`src/sv/bitrld_pkg.sv`:
```
// Shared types and constants for the bitonal run-length decoder.
// Used by the front end, the back end and the top level; no dependencies.
`default_nettype none

package bitrld_pkg;

    // Configuration register indexes
    localparam logic CFG_IMAGE_WIDTH  = 1'b0;
    localparam logic CFG_IMAGE_HEIGHT = 1'b1;

    localparam int CHUNK_W   = 8;
    localparam int LEN_W     = 7;
    localparam int PIX_W     = 32;
    localparam int IDX_W     = 3;

    localparam logic [IDX_W-1:0] LIT_LAST_IDX  = 3'd5;
    localparam logic [IDX_W-1:0] PAIR_LAST_IDX = 3'd1;
    localparam logic [IDX_W-1:0] LONG_LAST_IDX = 3'd0;
    localparam logic [LEN_W-1:0] LONG_RUN_BASE = 7'd8;

    typedef enum logic [1:0] {
        KIND_LITERAL,
        KIND_PAIR,
        KIND_LONG
    } t_kind;

    // One classified chunk waiting in the queue
    typedef struct packed {
        logic               sof;
        t_kind              kind;
        logic [CHUNK_W-1:0] chunk;
    } t_entry;

    // Control from the configuration side to the back end
    typedef struct packed {
        logic stall;
        logic refresh;
    } t_ctrl;

endpackage

`default_nettype wire

```
`src/sv/bitrld_front.sv`:
```
// Front end: accepts chunk bytes, classifies the chunk type and queues them.
// Depends on bitrld_pkg.
`default_nettype none

module bitrld_front (
    input  wire logic                          i_clk,
    input  wire logic                          i_rst_n,
    input  wire logic                          i_s_valid,
    output logic                               o_s_ready,
    input  wire logic [bitrld_pkg::CHUNK_W-1:0] i_s_data,
    input  wire logic                          i_s_sof,
    output bitrld_pkg::t_entry                 o_entry,
    output logic                               o_valid,
    input  wire logic                          i_pop
);

    bitrld_pkg::t_entry r_mem [2];
    logic               r_wp;
    logic               r_rp;
    logic [1:0]         r_cnt;

    bitrld_pkg::t_entry n_entry;
    logic               push;

    always_comb begin
        n_entry.sof   = i_s_sof;
        n_entry.chunk = i_s_data;
        unique case (i_s_data[7:6])
            2'b00:   n_entry.kind = bitrld_pkg::KIND_LITERAL;
            2'b01:   n_entry.kind = bitrld_pkg::KIND_PAIR;
            default: n_entry.kind = bitrld_pkg::KIND_LONG;
        endcase
    end

    assign o_s_ready = (r_cnt != 2'd2);
    assign push      = i_s_valid && o_s_ready;
    assign o_valid   = (r_cnt != 2'd0);
    assign o_entry   = r_mem[r_rp];

    always_ff @(posedge i_clk) begin
        if (!i_rst_n) begin
            r_wp  <= 1'b0;
            r_rp  <= 1'b0;
            r_cnt <= 2'd0;
        end else begin
            if (push) begin
                r_wp <= ~r_wp;
            end
            if (i_pop) begin
                r_rp <= ~r_rp;
            end
            case ({push, i_pop})
                2'b10:   r_cnt <= r_cnt + 2'd1;
                2'b01:   r_cnt <= r_cnt - 2'd1;
                default: r_cnt <= r_cnt;
            endcase
        end
    end

    always_ff @(posedge i_clk) begin
        if (push) begin
            r_mem[r_wp] <= n_entry;
        end
    end

    a_no_pop_empty: assert property (@(posedge i_clk) disable iff (!i_rst_n)
        i_pop |-> o_valid) else $error("queue popped while empty");
    a_cnt_bound: assert property (@(posedge i_clk) disable iff (!i_rst_n)
        r_cnt <= 2'd2) else $error("queue count out of range");
    a_full_hold: assert property (@(posedge i_clk) disable iff (!i_rst_n)
        (r_cnt == 2'd2) && !i_pop |=> (r_cnt == 2'd2))
        else $error("full queue lost an entry");

endmodule

`default_nettype wire

```
`src/sv/bitrld_back.sv`:
```
// Back end: expands one queued chunk into runs, one run per cycle unless a configuration stall
// or output back-pressure holds it, clips against the pixels left in the image and drives the output register.
// Depends on bitrld_pkg.
`default_nettype none

module bitrld_back (
    input  wire logic                           i_clk,
    input  wire logic                           i_rst_n,
    input  wire bitrld_pkg::t_entry             i_entry,
    input  wire logic                           i_valid,
    output logic                                o_pop,
    input  wire bitrld_pkg::t_ctrl              i_ctrl,
    input  wire logic [bitrld_pkg::PIX_W-1:0]   i_total,
    output logic                                o_out_valid,
    input  wire logic                           i_out_ready,
    output logic [7:0]                          o_out_data,
    output logic                                o_out_user,
    output logic                                o_out_last
);

    localparam int PW = bitrld_pkg::PIX_W;
    localparam int LW = bitrld_pkg::LEN_W;

    logic [bitrld_pkg::IDX_W-1:0] r_idx;
    logic [PW-1:0]                r_left;
    logic [PW-1:0]                r_done;
    logic                         r_out_valid;
    logic                         r_color;
    logic [LW-1:0]                r_len;
    logic                         r_img_done;
    logic                         r_last;

    logic                         use_sof;
    logic [PW-1:0]                cur_left;
    logic [PW-1:0]                cur_done;
    logic                         run_color;
    logic [LW-1:0]                run_len;
    logic [bitrld_pkg::IDX_W-1:0] last_idx;
    logic [LW-1:0]                take;
    logic [PW-1:0]                n_left;
    logic [PW-1:0]                n_done;
    logic [PW:0]                  refresh_diff;
    logic                         out_free;
    logic                         go;
    logic                         empty_left;
    logic                         emit;
    logic                         run_last;

    always_comb begin
        use_sof  = (r_idx == '0) && i_entry.sof;
        cur_left = use_sof ? i_total : r_left;
        cur_done = use_sof ? '0 : r_done;

        unique case (i_entry.kind)
            bitrld_pkg::KIND_LITERAL: begin
                run_color = i_entry.chunk[bitrld_pkg::LIT_LAST_IDX - r_idx];
                run_len   = LW'(1);
                last_idx  = bitrld_pkg::LIT_LAST_IDX;
            end
            bitrld_pkg::KIND_PAIR: begin
                last_idx = bitrld_pkg::PAIR_LAST_IDX;
                if (r_idx == '0) begin
                    run_color = i_entry.chunk[5];
                    run_len   = LW'(i_entry.chunk[4:2]) + LW'(1);
                end else begin
                    run_color = ~i_entry.chunk[5];
                    run_len   = LW'(i_entry.chunk[1:0]) + LW'(1);
                end
            end
            default: begin
                run_color = i_entry.chunk[6];
                run_len   = LW'(i_entry.chunk[5:0]) + bitrld_pkg::LONG_RUN_BASE;
                last_idx  = bitrld_pkg::LONG_LAST_IDX;
            end
        endcase

        // Clip to the pixels left in the image
        take       = (cur_left < PW'(run_len)) ? cur_left[LW-1:0] : run_len;
        n_left     = cur_left - PW'(take);
        n_done     = cur_done + PW'(take);
        empty_left = (cur_left == '0);

        out_free = !r_out_valid || i_out_ready;
        go       = i_valid && !i_ctrl.stall && out_free;
        emit     = go && !empty_left;
        // A later run exists only while pixels remain
        run_last = (r_idx == last_idx) || (n_left == '0);
        o_pop    = go && (empty_left || run_last);

        refresh_diff = {1'b0, i_total} - {1'b0, r_done};
    end

    always_ff @(posedge i_clk) begin
        if (!i_rst_n) begin
            r_idx       <= '0;
            r_left      <= PW'(1);
            r_done      <= '0;
            r_out_valid <= 1'b0;
        end else begin
            if (i_ctrl.refresh) begin
                r_left <= refresh_diff[PW] ? '0 : refresh_diff[PW-1:0];
            end else if (go) begin
                if (empty_left) begin
                    r_left <= cur_left;
                    r_done <= cur_done;
                    r_idx  <= '0;
                end else begin
                    r_left <= n_left;
                    r_done <= n_done;
                    r_idx  <= run_last ? '0 : r_idx + 1'b1;
                end
            end
            if (emit) begin
                r_out_valid <= 1'b1;
            end else if (i_out_ready) begin
                r_out_valid <= 1'b0;
            end
        end
    end

    always_ff @(posedge i_clk) begin
        if (emit) begin
            r_color    <= run_color;
            r_len      <= take;
            r_img_done <= (n_left == '0);
            r_last     <= run_last;
        end
    end

    assign o_out_valid = r_out_valid;
    assign o_out_data  = {r_len, r_color};
    assign o_out_user  = r_img_done;
    assign o_out_last  = r_last;

    a_idx_range: assert property (@(posedge i_clk) disable iff (!i_rst_n)
        r_idx <= bitrld_pkg::LIT_LAST_IDX) else $error("run index out of range");
    a_len_nonzero: assert property (@(posedge i_clk) disable iff (!i_rst_n)
        r_out_valid |-> (r_len != '0)) else $error("zero-length run emitted");
    a_done_is_last: assert property (@(posedge i_clk) disable iff (!i_rst_n)
        r_out_valid && r_img_done |-> r_last) else $error("image end not last run");
    a_no_go_in_refresh: assert property (@(posedge i_clk) disable iff (!i_rst_n)
        i_ctrl.refresh |-> !go) else $error("run processed during refresh");

endmodule

`default_nettype wire

```
`src/sv/bitonal_run_length_decoder.sv`:
```
// Bitonal run-length decoder, top level: config registers, image size product.
// The first run of a chunk passes through the queue and then the output register.
// Runs: one run per cycle from the back end while neither the output nor the configuration
// holds it; a literal chunk gives six runs, a pair two, a long run one, a fully clipped
// chunk none; a clipped chunk ends at the run that uses up the image.
// Reset: synchronous; width, height and image pixel total 1, pixels done 0, queue and output empty.
// Depends on bitrld_pkg, bitrld_front and bitrld_back.
`default_nettype none

module bitonal_run_length_decoder (
    input  wire logic        i_clk,
    input  wire logic        i_rst_n,
    input  wire logic        s_axis_tvalid,
    output logic             s_axis_tready,
    input  wire logic [7:0]  s_axis_tdata,   // [7:0] chunk_byte
    input  wire logic        s_axis_tuser,   // [0] start_of_image
    output logic             m_axis_tvalid,
    input  wire logic        m_axis_tready,
    output logic [7:0]       m_axis_tdata,   // [0] run_color, [7:1] run_length
    output logic             m_axis_tuser,   // [0] image_done
    output logic             m_axis_tlast,
    input  wire logic        i_cfg_we,
    input  wire logic        i_cfg_idx,
    input  wire logic [15:0] i_cfg_data
);

    logic [15:0]                    r_width;
    logic [15:0]                    r_height;
    logic [bitrld_pkg::PIX_W-1:0]   r_total;
    logic [1:0]                     r_cfg_pipe;

    bitrld_pkg::t_entry             q_entry;
    logic                           q_valid;
    logic                           q_pop;
    bitrld_pkg::t_ctrl              ctrl;

    // Hold the back end until the product and the pixels left are rebuilt
    assign ctrl.stall   = i_cfg_we || (r_cfg_pipe != 2'b00);
    assign ctrl.refresh = r_cfg_pipe[1];

    always_ff @(posedge i_clk) begin
        if (!i_rst_n) begin
            r_width    <= 16'd1;
            r_height   <= 16'd1;
            r_total    <= bitrld_pkg::PIX_W'(1);
            r_cfg_pipe <= 2'b00;
        end else begin
            if (i_cfg_we) begin
                case (i_cfg_idx)
                    bitrld_pkg::CFG_IMAGE_WIDTH:  r_width  <= i_cfg_data;
                    bitrld_pkg::CFG_IMAGE_HEIGHT: r_height <= i_cfg_data;
                    default:                      r_width  <= r_width;
                endcase
            end
            r_total    <= {16'd0, r_width} * {16'd0, r_height};
            r_cfg_pipe <= {r_cfg_pipe[0], i_cfg_we};
        end
    end

    bitrld_front u_front (
        .i_clk     (i_clk),
        .i_rst_n   (i_rst_n),
        .i_s_valid (s_axis_tvalid),
        .o_s_ready (s_axis_tready),
        .i_s_data  (s_axis_tdata),
        .i_s_sof   (s_axis_tuser),
        .o_entry   (q_entry),
        .o_valid   (q_valid),
        .i_pop     (q_pop)
    );

    bitrld_back u_back (
        .i_clk       (i_clk),
        .i_rst_n     (i_rst_n),
        .i_entry     (q_entry),
        .i_valid     (q_valid),
        .o_pop       (q_pop),
        .i_ctrl      (ctrl),
        .i_total     (r_total),
        .o_out_valid (m_axis_tvalid),
        .i_out_ready (m_axis_tready),
        .o_out_data  (m_axis_tdata),
        .o_out_user  (m_axis_tuser),
        .o_out_last  (m_axis_tlast)
    );

endmodule

`default_nettype wire

```
`config.mk`:
```
export PLATFORM = sky130hd
export DESIGN_NAME = bitonal_run_length_decoder
export DESIGN_NICKNAME = d
export VERILOG_FILES = /design/src/sv/bitrld_pkg.sv /design/src/sv/bitrld_front.sv /design/src/sv/bitrld_back.sv /design/src/sv/bitonal_run_length_decoder.sv
export SDC_FILE = /design/constraint.sdc
export NUM_CORES = 1
export LEC_CHECK = 0
export BUFFER_PORTS_ARGS = -buffer_cell sky130_fd_sc_hd__buf_2
export CELL_PAD_IN_SITES_DETAIL_PLACEMENT = 0
export CELL_PAD_IN_SITES_GLOBAL_PLACEMENT = 2
export CORE_ASPECT_RATIO = 0.8
export CORE_UTILIZATION = 40
export DETAILED_ROUTE_END_ITERATION = 16
export GPL_ROUTABILITY_DRIVEN = 0
export PLACE_DENSITY = 0.85
export SLEW_MARGIN = 20
export SYNTH_ARGS = -nofsm -noshare
export SYNTH_HDL_FRONTEND = slang
export SYNTH_SLANG_ARGS = --single-unit
export TNS_END_PERCENT = 20
```
`constraint.sdc`:
```
create_clock -name i_clk -period 10.25 [get_ports i_clk]
set_clock_uncertainty 0.1 [all_clocks]
set_input_delay 0.5125 -clock i_clk [delete_from_list [all_inputs] [get_ports i_clk]]
set_output_delay 0.5125 -clock i_clk [all_outputs]
set_load 0.02 [all_outputs]
```
==> results.sh, run 1 <==
export IMPL_dr_pass1_iters=7
export IMPL_die_area_um2=51000
export IMPL_async_reset_ff_frac=0
export IMPL_cp_common_cell="ha_1"
export IMPL_finalWorstPathRequiredPeriod_ps=9030
export IMPL_cts_buffer_depth=2
export IMPL_postCtsResizedCells=0
export IMPL_ir_worst_vdd_uv=115
export IMPL_start_util=0.410
export IMPL_leakagePower_uw=0.00921
export IMPL_synth_mux_area_frac=0.0327
export IMPL_yosys_area_top_type="fa_1"
export IMPL_portBuffers=42
export IMPL_ys_types=104
export IMPL_syn_area_per_cell_um2=8.31
export IMPL_synth_most_common_cell="nand2_1"
export IMPL_hold_path_class="primary input to flop"
export IMPL_syn2layout_area_growth_pct=6.67
export IMPL_antenna_cells=0
export IMPL_synth_xor_area_frac=0.0398
export IMPL_synthAdderAreaFrac=0.291
export IMPL_place_area_um2=20800
export IMPL_track_usage=0.248
export IMPL_maxSlewHeadroom=0.200
export IMPL_cp_data_required_time_ps=10540
export IMPL_setup_slack_ps=1220
export IMPL_clock_root_buffer="clkbuf_16"
export IMPL_yosys_area_share_simple=0.219
export IMPL_drv_cap=0
export IMPL_syn_inst=2413
export IMPL_vias=17300
export IMPL_cts_clk_slew_worst_paths_ps=70
export IMPL_antenna_found_initial=0
export IMPL_syn_nets=2790
export IMPL_hold_buffers=0
export IMPL_yosysWarnings=0
export IMPL_numCtsBuffers=17
export IMPL_ant_nets=0
export IMPL_synth_compound_area_frac=0.153
export IMPL_critPathMaxStageDelay_ps=750
export IMPL_synth_common_cells="358 x nand2_1, 288 x inv_1, 195 x fa_1"
export IMPL_die_y_um=202
export IMPL_totalWireLength_um=61200
export IMPL_hold_viol_final=0
export IMPL_wl_per_cell_um=20.0
export IMPL_grt_max_degree=83
export IMPL_pre_cts_slack_ps=1430
export IMPL_die_x_um=252
export IMPL_core_um2=48900
export IMPL_grt_pass1_vias=17200
export IMPL_power_density_nw_per_um2=159
export IMPL_clk_latency_ps=470
export IMPL_drt_iter0_drc=1652
export IMPL_yosysSeqAreaShare=0.187
export IMPL_clock_fmax_ghz=0.111
export IMPL_synth_enable_flop_cells=32
export IMPL_stdcell_area_um2=21400
export IMPL_worstMarginPinSlew_ps=1170
export IMPL_cp_start_kind="flop"
export IMPL_status="finished clean"
export IMPL_syn_area_um2=20000
export IMPL_drive_gt1_frac=0.0718
export IMPL_synth_top_family_by_area="adder cells"
export IMPL_hpwlAfterDp_um=47000
export IMPL_drc_errors=0
export IMPL_overflow=0
export IMPL_regArea_um2=3740
export IMPL_final_setup_tns_ps=0
export IMPL_num_io_pins=43
export IMPL_path_max_fanout=14
export IMPL_cpMaxStageDelayCell="nor2b_1"
export IMPL_viasPerCell=5.66
export IMPL_post_cts_setup_buffers=0
export IMPL_yosys_top_cells_area="fa_1 19%, dfxtp_1 14%, ha_1 9.4%"
export IMPL_final_max_slew_viol_count=0
export IMPL_rsz0062_at_grt="false"
export IMPL_setup_violations=0
export IMPL_cts_max_level=4
export IMPL_cp_end_kind="flop"
export IMPL_grt_pass1_wl_um=98000
export IMPL_multi_input_area_um2=14800
export IMPL_cts_tree="done"
export IMPL_synth_top_area_frac=0.195
export IMPL_finalCoreUtilization=0.437
export IMPL_layout_nets=2759
export IMPL_num_fill_cells=4898
export IMPL_floorplan_rows=72
export IMPL_cts_sinks=171
export IMPL_fin_crit_sh=0.881
export IMPL_ys_seq_elements=171
export IMPL_worstPathArrival_ps=9320
export IMPL_crit_type="flop to flop"
export IMPL_synthFlopType="dfxtp_1"
[power breakdown]
| group | total [uW] | internal, uW | leakage (uW) | switching (uW) |
|---|---|---|---|---|
| Clock | 687 | 387 | 0.000289 | 300 |
| Sequential | 873 | 758 | 0.00143 | 116 |
| Combinational | 1840 | 668 | 0.00749 | 1170 |
[final cells by class]
type                            count  share of cell area
Clock buffer                       23              0.0229
Clock inverter                      9             0.00509
Inverter                          295              0.0519
Timing Repair Buffer               59              0.0160
Multi-Input combinational cell   1838               0.690
Sequential cell                   171               0.175
Tap cell                          666              0.0390
[layer usage]
| layer | GRT usage | vias up | part of all wire |
|---|---|---|---|
| met4 | 0.0669 | 0 | 0.023 |
| met2 | 0.367 | 548 | 0.42 |
| met1 | 0.366 | 8582 | 0.48 |
| met3 | 0.0486 | 80 | 0.073 |
| li1 | - | 8104 | - |
| met5 | 0 | - | 0 |
[critical path: cells and delay by family, from the launching register on]
| family | cells | cell delay, ps |
|---|---|---|
| compound gates | 7 | 1370 |
| fa+ha+maj | 5 | 1600 |
| xor+xnor | 1 | 190 |
| buf+inv | 4 | 840 |
| simple gates | 12 | 4500 |
| flops | 1 | 350 |
[cells in the final DEF (no fill, tap or decap), types with 26 or more instances in the layout]
cell / synthesis / final
a21o_1: 34 / 34
a21oi_1: 110 / 110
a222oi_1: 26 / 26
and2_1: 122 / 122
buf_2: 6 / 42
dfxtp_1: 139 / 139
edfxtp_1: 32 / 32
fa_1: 195 / 195
ha_1: 151 / 151
inv_1: 288 / 288
mux2i_1: 38 / 38
nand2_1: 358 / 357
nand3_1: 61 / 61
nor2_1: 157 / 155
nor3_1: 54 / 54
o21ai_0: 74 / 74
xnor2_1: 51 / 51
xor2_1: 40 / 40
[registers in the layout (all words and copies together), names as in the netlist, named ones only]
signal	count
r_cfg_pipe	2
r_height	16
r_total	32
r_width	16
u_back.o_out_last	1
u_back.o_out_user	1
u_back.o_out_valid	1
u_back.r_color	1
u_back.r_done	32
u_back.r_idx	3
u_back.r_left	32
u_back.r_len	7
u_front.r_cnt	2
u_front.r_mem	22
u_front.r_rp	1
u_front.r_wp	1
[per-stage QoR]
| stage | total power, uW | hold slack, ps | instances |
|---|---|---|---|
| floorplan | 2170 | 344 | 2413 |
| global placement | 2650 | 358 | 3028 |
| detailed placement | 2670 | 371 | 3029 |
| CTS | 3360 | 124 | 3061 |
| global route | 3600 | 134 | 3061 |
| finish | 3400 | 147 | 3061 |
[kinds of logic (layout without fill, tap and decap cells)]
group                      count (synthesis)  after routing
muxes                                     57             57
buffers and inverters                    404            386
and+or+nand+nor                          907            907
DFF                                      171            171
xor gates and xnor gates                  91             91
adders and majority gates                350            350
AOI/OAI and AO/OA                        433            433
[path summary, 6_finish.rpt]
path | start | to | slack (ps) | depth (start not counted)
max | u_back.r_idx[0] | u_front.r_cnt[1] | 1220 | 29
min | s_axis_tuser | u_front.r_mem[0][10] | 150 | 1
max reg2reg | u_back.r_idx[0] | u_front.r_cnt[1] | 1220 | 29
min reg2reg | u_back.r_done[23] | u_back.r_done[23] | 380 | 2
(Power assumes the default switching activity.)
==> inputs of run 2 (changes only) <==
SYNTH_HIERARCHICAL = 1   (was unset)
==> run 2 against run 1 <==
Cell area increased by 0.28%. Combinational power decreased by 12%. Via count decreased by 0.36%. Total power decreased by 8.8%. Global-route usage decreased by 0.96 points. Highest routed layer is now met5. Clock power decreased by 6.0%. Die area increased by 0.37%. Synthesized area increased by 0.37%. Critical endpoint is now u_front/r_cnt[1]. Critical path depth unchanged. Worst hold slack got worse by 28 ps. Non-clock buffer count increased by 4. Largest power group unchanged.
==> results.sh, run 2 <==
export IMPL_status="finished clean"
export IMPL_yosysSeqAreaShare=0.186
export IMPL_cts_buffer_depth=2
export IMPL_yosys_top_cells_area="fa_1 19%, dfxtp_1 14%, ha_1 9.5%"
export IMPL_yosys_area_top_type="fa_1"
export IMPL_worstMarginPinSlew_ps=1050
export IMPL_cts_max_level=4
export IMPL_ys_types=94
export IMPL_die_area_um2=51200
export IMPL_drc_errors=0
export IMPL_cp_buffers_inverters=2
export IMPL_antenna_cells=0
export IMPL_cts_clk_slew_worst_paths_ps=70
export IMPL_grt_pass1_wl_um=96000
export IMPL_hold_buffers=0
export IMPL_layout_cells_most_common_list="323 x nand2_1, 292 x inv_1, 195 x fa_1"
export IMPL_grt_max_degree=104
export IMPL_synth_common_cells="323 x nand2_1, 293 x inv_1, 195 x fa_1"
export IMPL_final_setup_tns_ps=0
export IMPL_overflow=0
export IMPL_synth_most_common_cell="nand2_1"
export IMPL_clock_fmax_ghz=0.107
export IMPL_core_um2=49700
export IMPL_path_max_fanout=20
export IMPL_start_util=0.405
export IMPL_cp_data_required_time_ps=10570
export IMPL_leakagePower_uw=0.00963
export IMPL_final_max_slew_viol_count=0
export IMPL_antenna_found_initial=1
export IMPL_hpwlAfterDp_um=44600
export IMPL_track_usage=0.239
export IMPL_die_y_um=203
export IMPL_finalWorstPathRequiredPeriod_ps=9340
export IMPL_stdcell_area_um2=21400
export IMPL_rsz0062_at_grt="false"
export IMPL_die_x_um=253
export IMPL_cp_common_cell="ha_1"
export IMPL_postCtsResizedCells=0
export IMPL_synthFlopType="dfxtp_1"
export IMPL_ir_worst_vdd_uv=154
export IMPL_crit_type="flop to flop"
export IMPL_clock_root_buffer="clkbuf_16"
export IMPL_hold_viol_final=0
export IMPL_reg_largest_list="r_total x32, u_back/r_done x32, u_back/r_left x32"
export IMPL_clk_latency_ps=490
export IMPL_vias=17300
export IMPL_syn_nets=2798
export IMPL_power_density_nw_per_um2=145
export IMPL_async_reset_ff_frac=0
export IMPL_grt_pass1_vias=17100
export IMPL_worstPathArrival_ps=9660
export IMPL_post_cts_setup_buffers=0
export IMPL_cp_end_kind="flop"
export IMPL_cts_tree="done"
export IMPL_hold_ws_ps=119
export IMPL_syn_area_um2=20100
export IMPL_yosysWarnings=6
export IMPL_ant_nets=0
export IMPL_floorplan_rows=73
export IMPL_drt_iter0_drc=1329
export IMPL_setup_violations=0
export IMPL_hold_path_class="primary input to flop"
export IMPL_maxSlewHeadroom=0.298
export IMPL_synth_top_area_frac=0.194
export IMPL_viasPerCell=5.62
export IMPL_totalWireLength_um=58200
export IMPL_numCtsBuffers=17
export IMPL_cpMaxStageDelayCell="dfxtp_1"
export IMPL_crit_family="simple AND/OR/NAND/NOR gates"
export IMPL_layout_nets=2760
export IMPL_syn_area_per_cell_um2=8.31
export IMPL_syn_inst=2420
export IMPL_ys_seq_elements=171
export IMPL_fin_crit_sh=0.911
export IMPL_drive_gt1_frac=0.0664
export IMPL_dr_pass1_iters=6
export IMPL_final_common_cell="nand2_1"
export IMPL_cp_start_kind="flop"
export IMPL_wl_per_cell_um=19.0
export IMPL_portBuffers=42
export IMPL_critPathMaxStageDelay_ps=640
export IMPL_place_area_um2=20900
export IMPL_cts_sinks=171
export IMPL_drv_cap=0
export IMPL_num_io_pins=43
export IMPL_syn2layout_area_growth_pct=6.57
export IMPL_synth_enable_flop_cells=32
-- run 2: final cells by class --
cell class	count	area (um^2)
inverters	295	1110
clock inverters	14	128
clock buffers	18	430
fillers	4952	28300
well taps	675	845
repair buffers	63	383
multi-input cells	1834	14800
flip-flops and latches	171	3740
-- run 2: cells by family (layout without fill, tap and decap cells) --
kind of cell               after synthesis  count (layout)  share of synthesized area
adders and majority gates              350             350                      0.290
and+or+nand+nor                        850             850                      0.204
muxes                                   64              64                     0.0338
DFF                                    171             171                      0.186
buffers and inverters                  415             390                     0.0791
xor gates and xnor gates                96              96                     0.0418
AOI/OAI and AO/OA                      474             474                      0.165
-- run 2: worst paths after layout --
check	depth (start not counted)	from	slack [ps]	endpoint
worst max register to register	29	flop	910	u_front/r_cnt[1]
worst min register to register	1	r_cfg_pipe[0]	360	r_cfg_pipe[1]
worst max-delay path	29	flop	910	u_front/r_cnt[1]
worst min-delay path	1	s_axis_tdata[4]	120	u_front/r_mem[1][4]
-- run 2: per-layer routing --
metal  GRT usage  wire, um
met5           0        46
met1       0.349     28300
met3      0.0377      3610
met4      0.0706      1120
met2       0.360     25100
-- run 2: where the power goes --
group / internal, uW / switching (uW) / total (uW) / leakage, uW
clock network: 320 / 326 / 646 / 0.000274
registers: 752 / 94.0 / 846 / 0.00143
logic: 604 / 1010 / 1610 / 0.00792
-- run 2: through the flow --
step / util / total power (uW) / cells / worst slack (ps)
2_1_floorplan: - / 2010 / 2420 / 2530
3_3_place_gp: 0.420 / 2420 / 3037 / 1540
3_5_place_dp: 0.420 / 2420 / 3037 / 1250
4_1_cts: 0.431 / 3090 / 3069 / 1220
5_1_grt: 0.431 / 3310 / 3070 / 359
6_report: 0.431 / 3100 / 3070 / 910
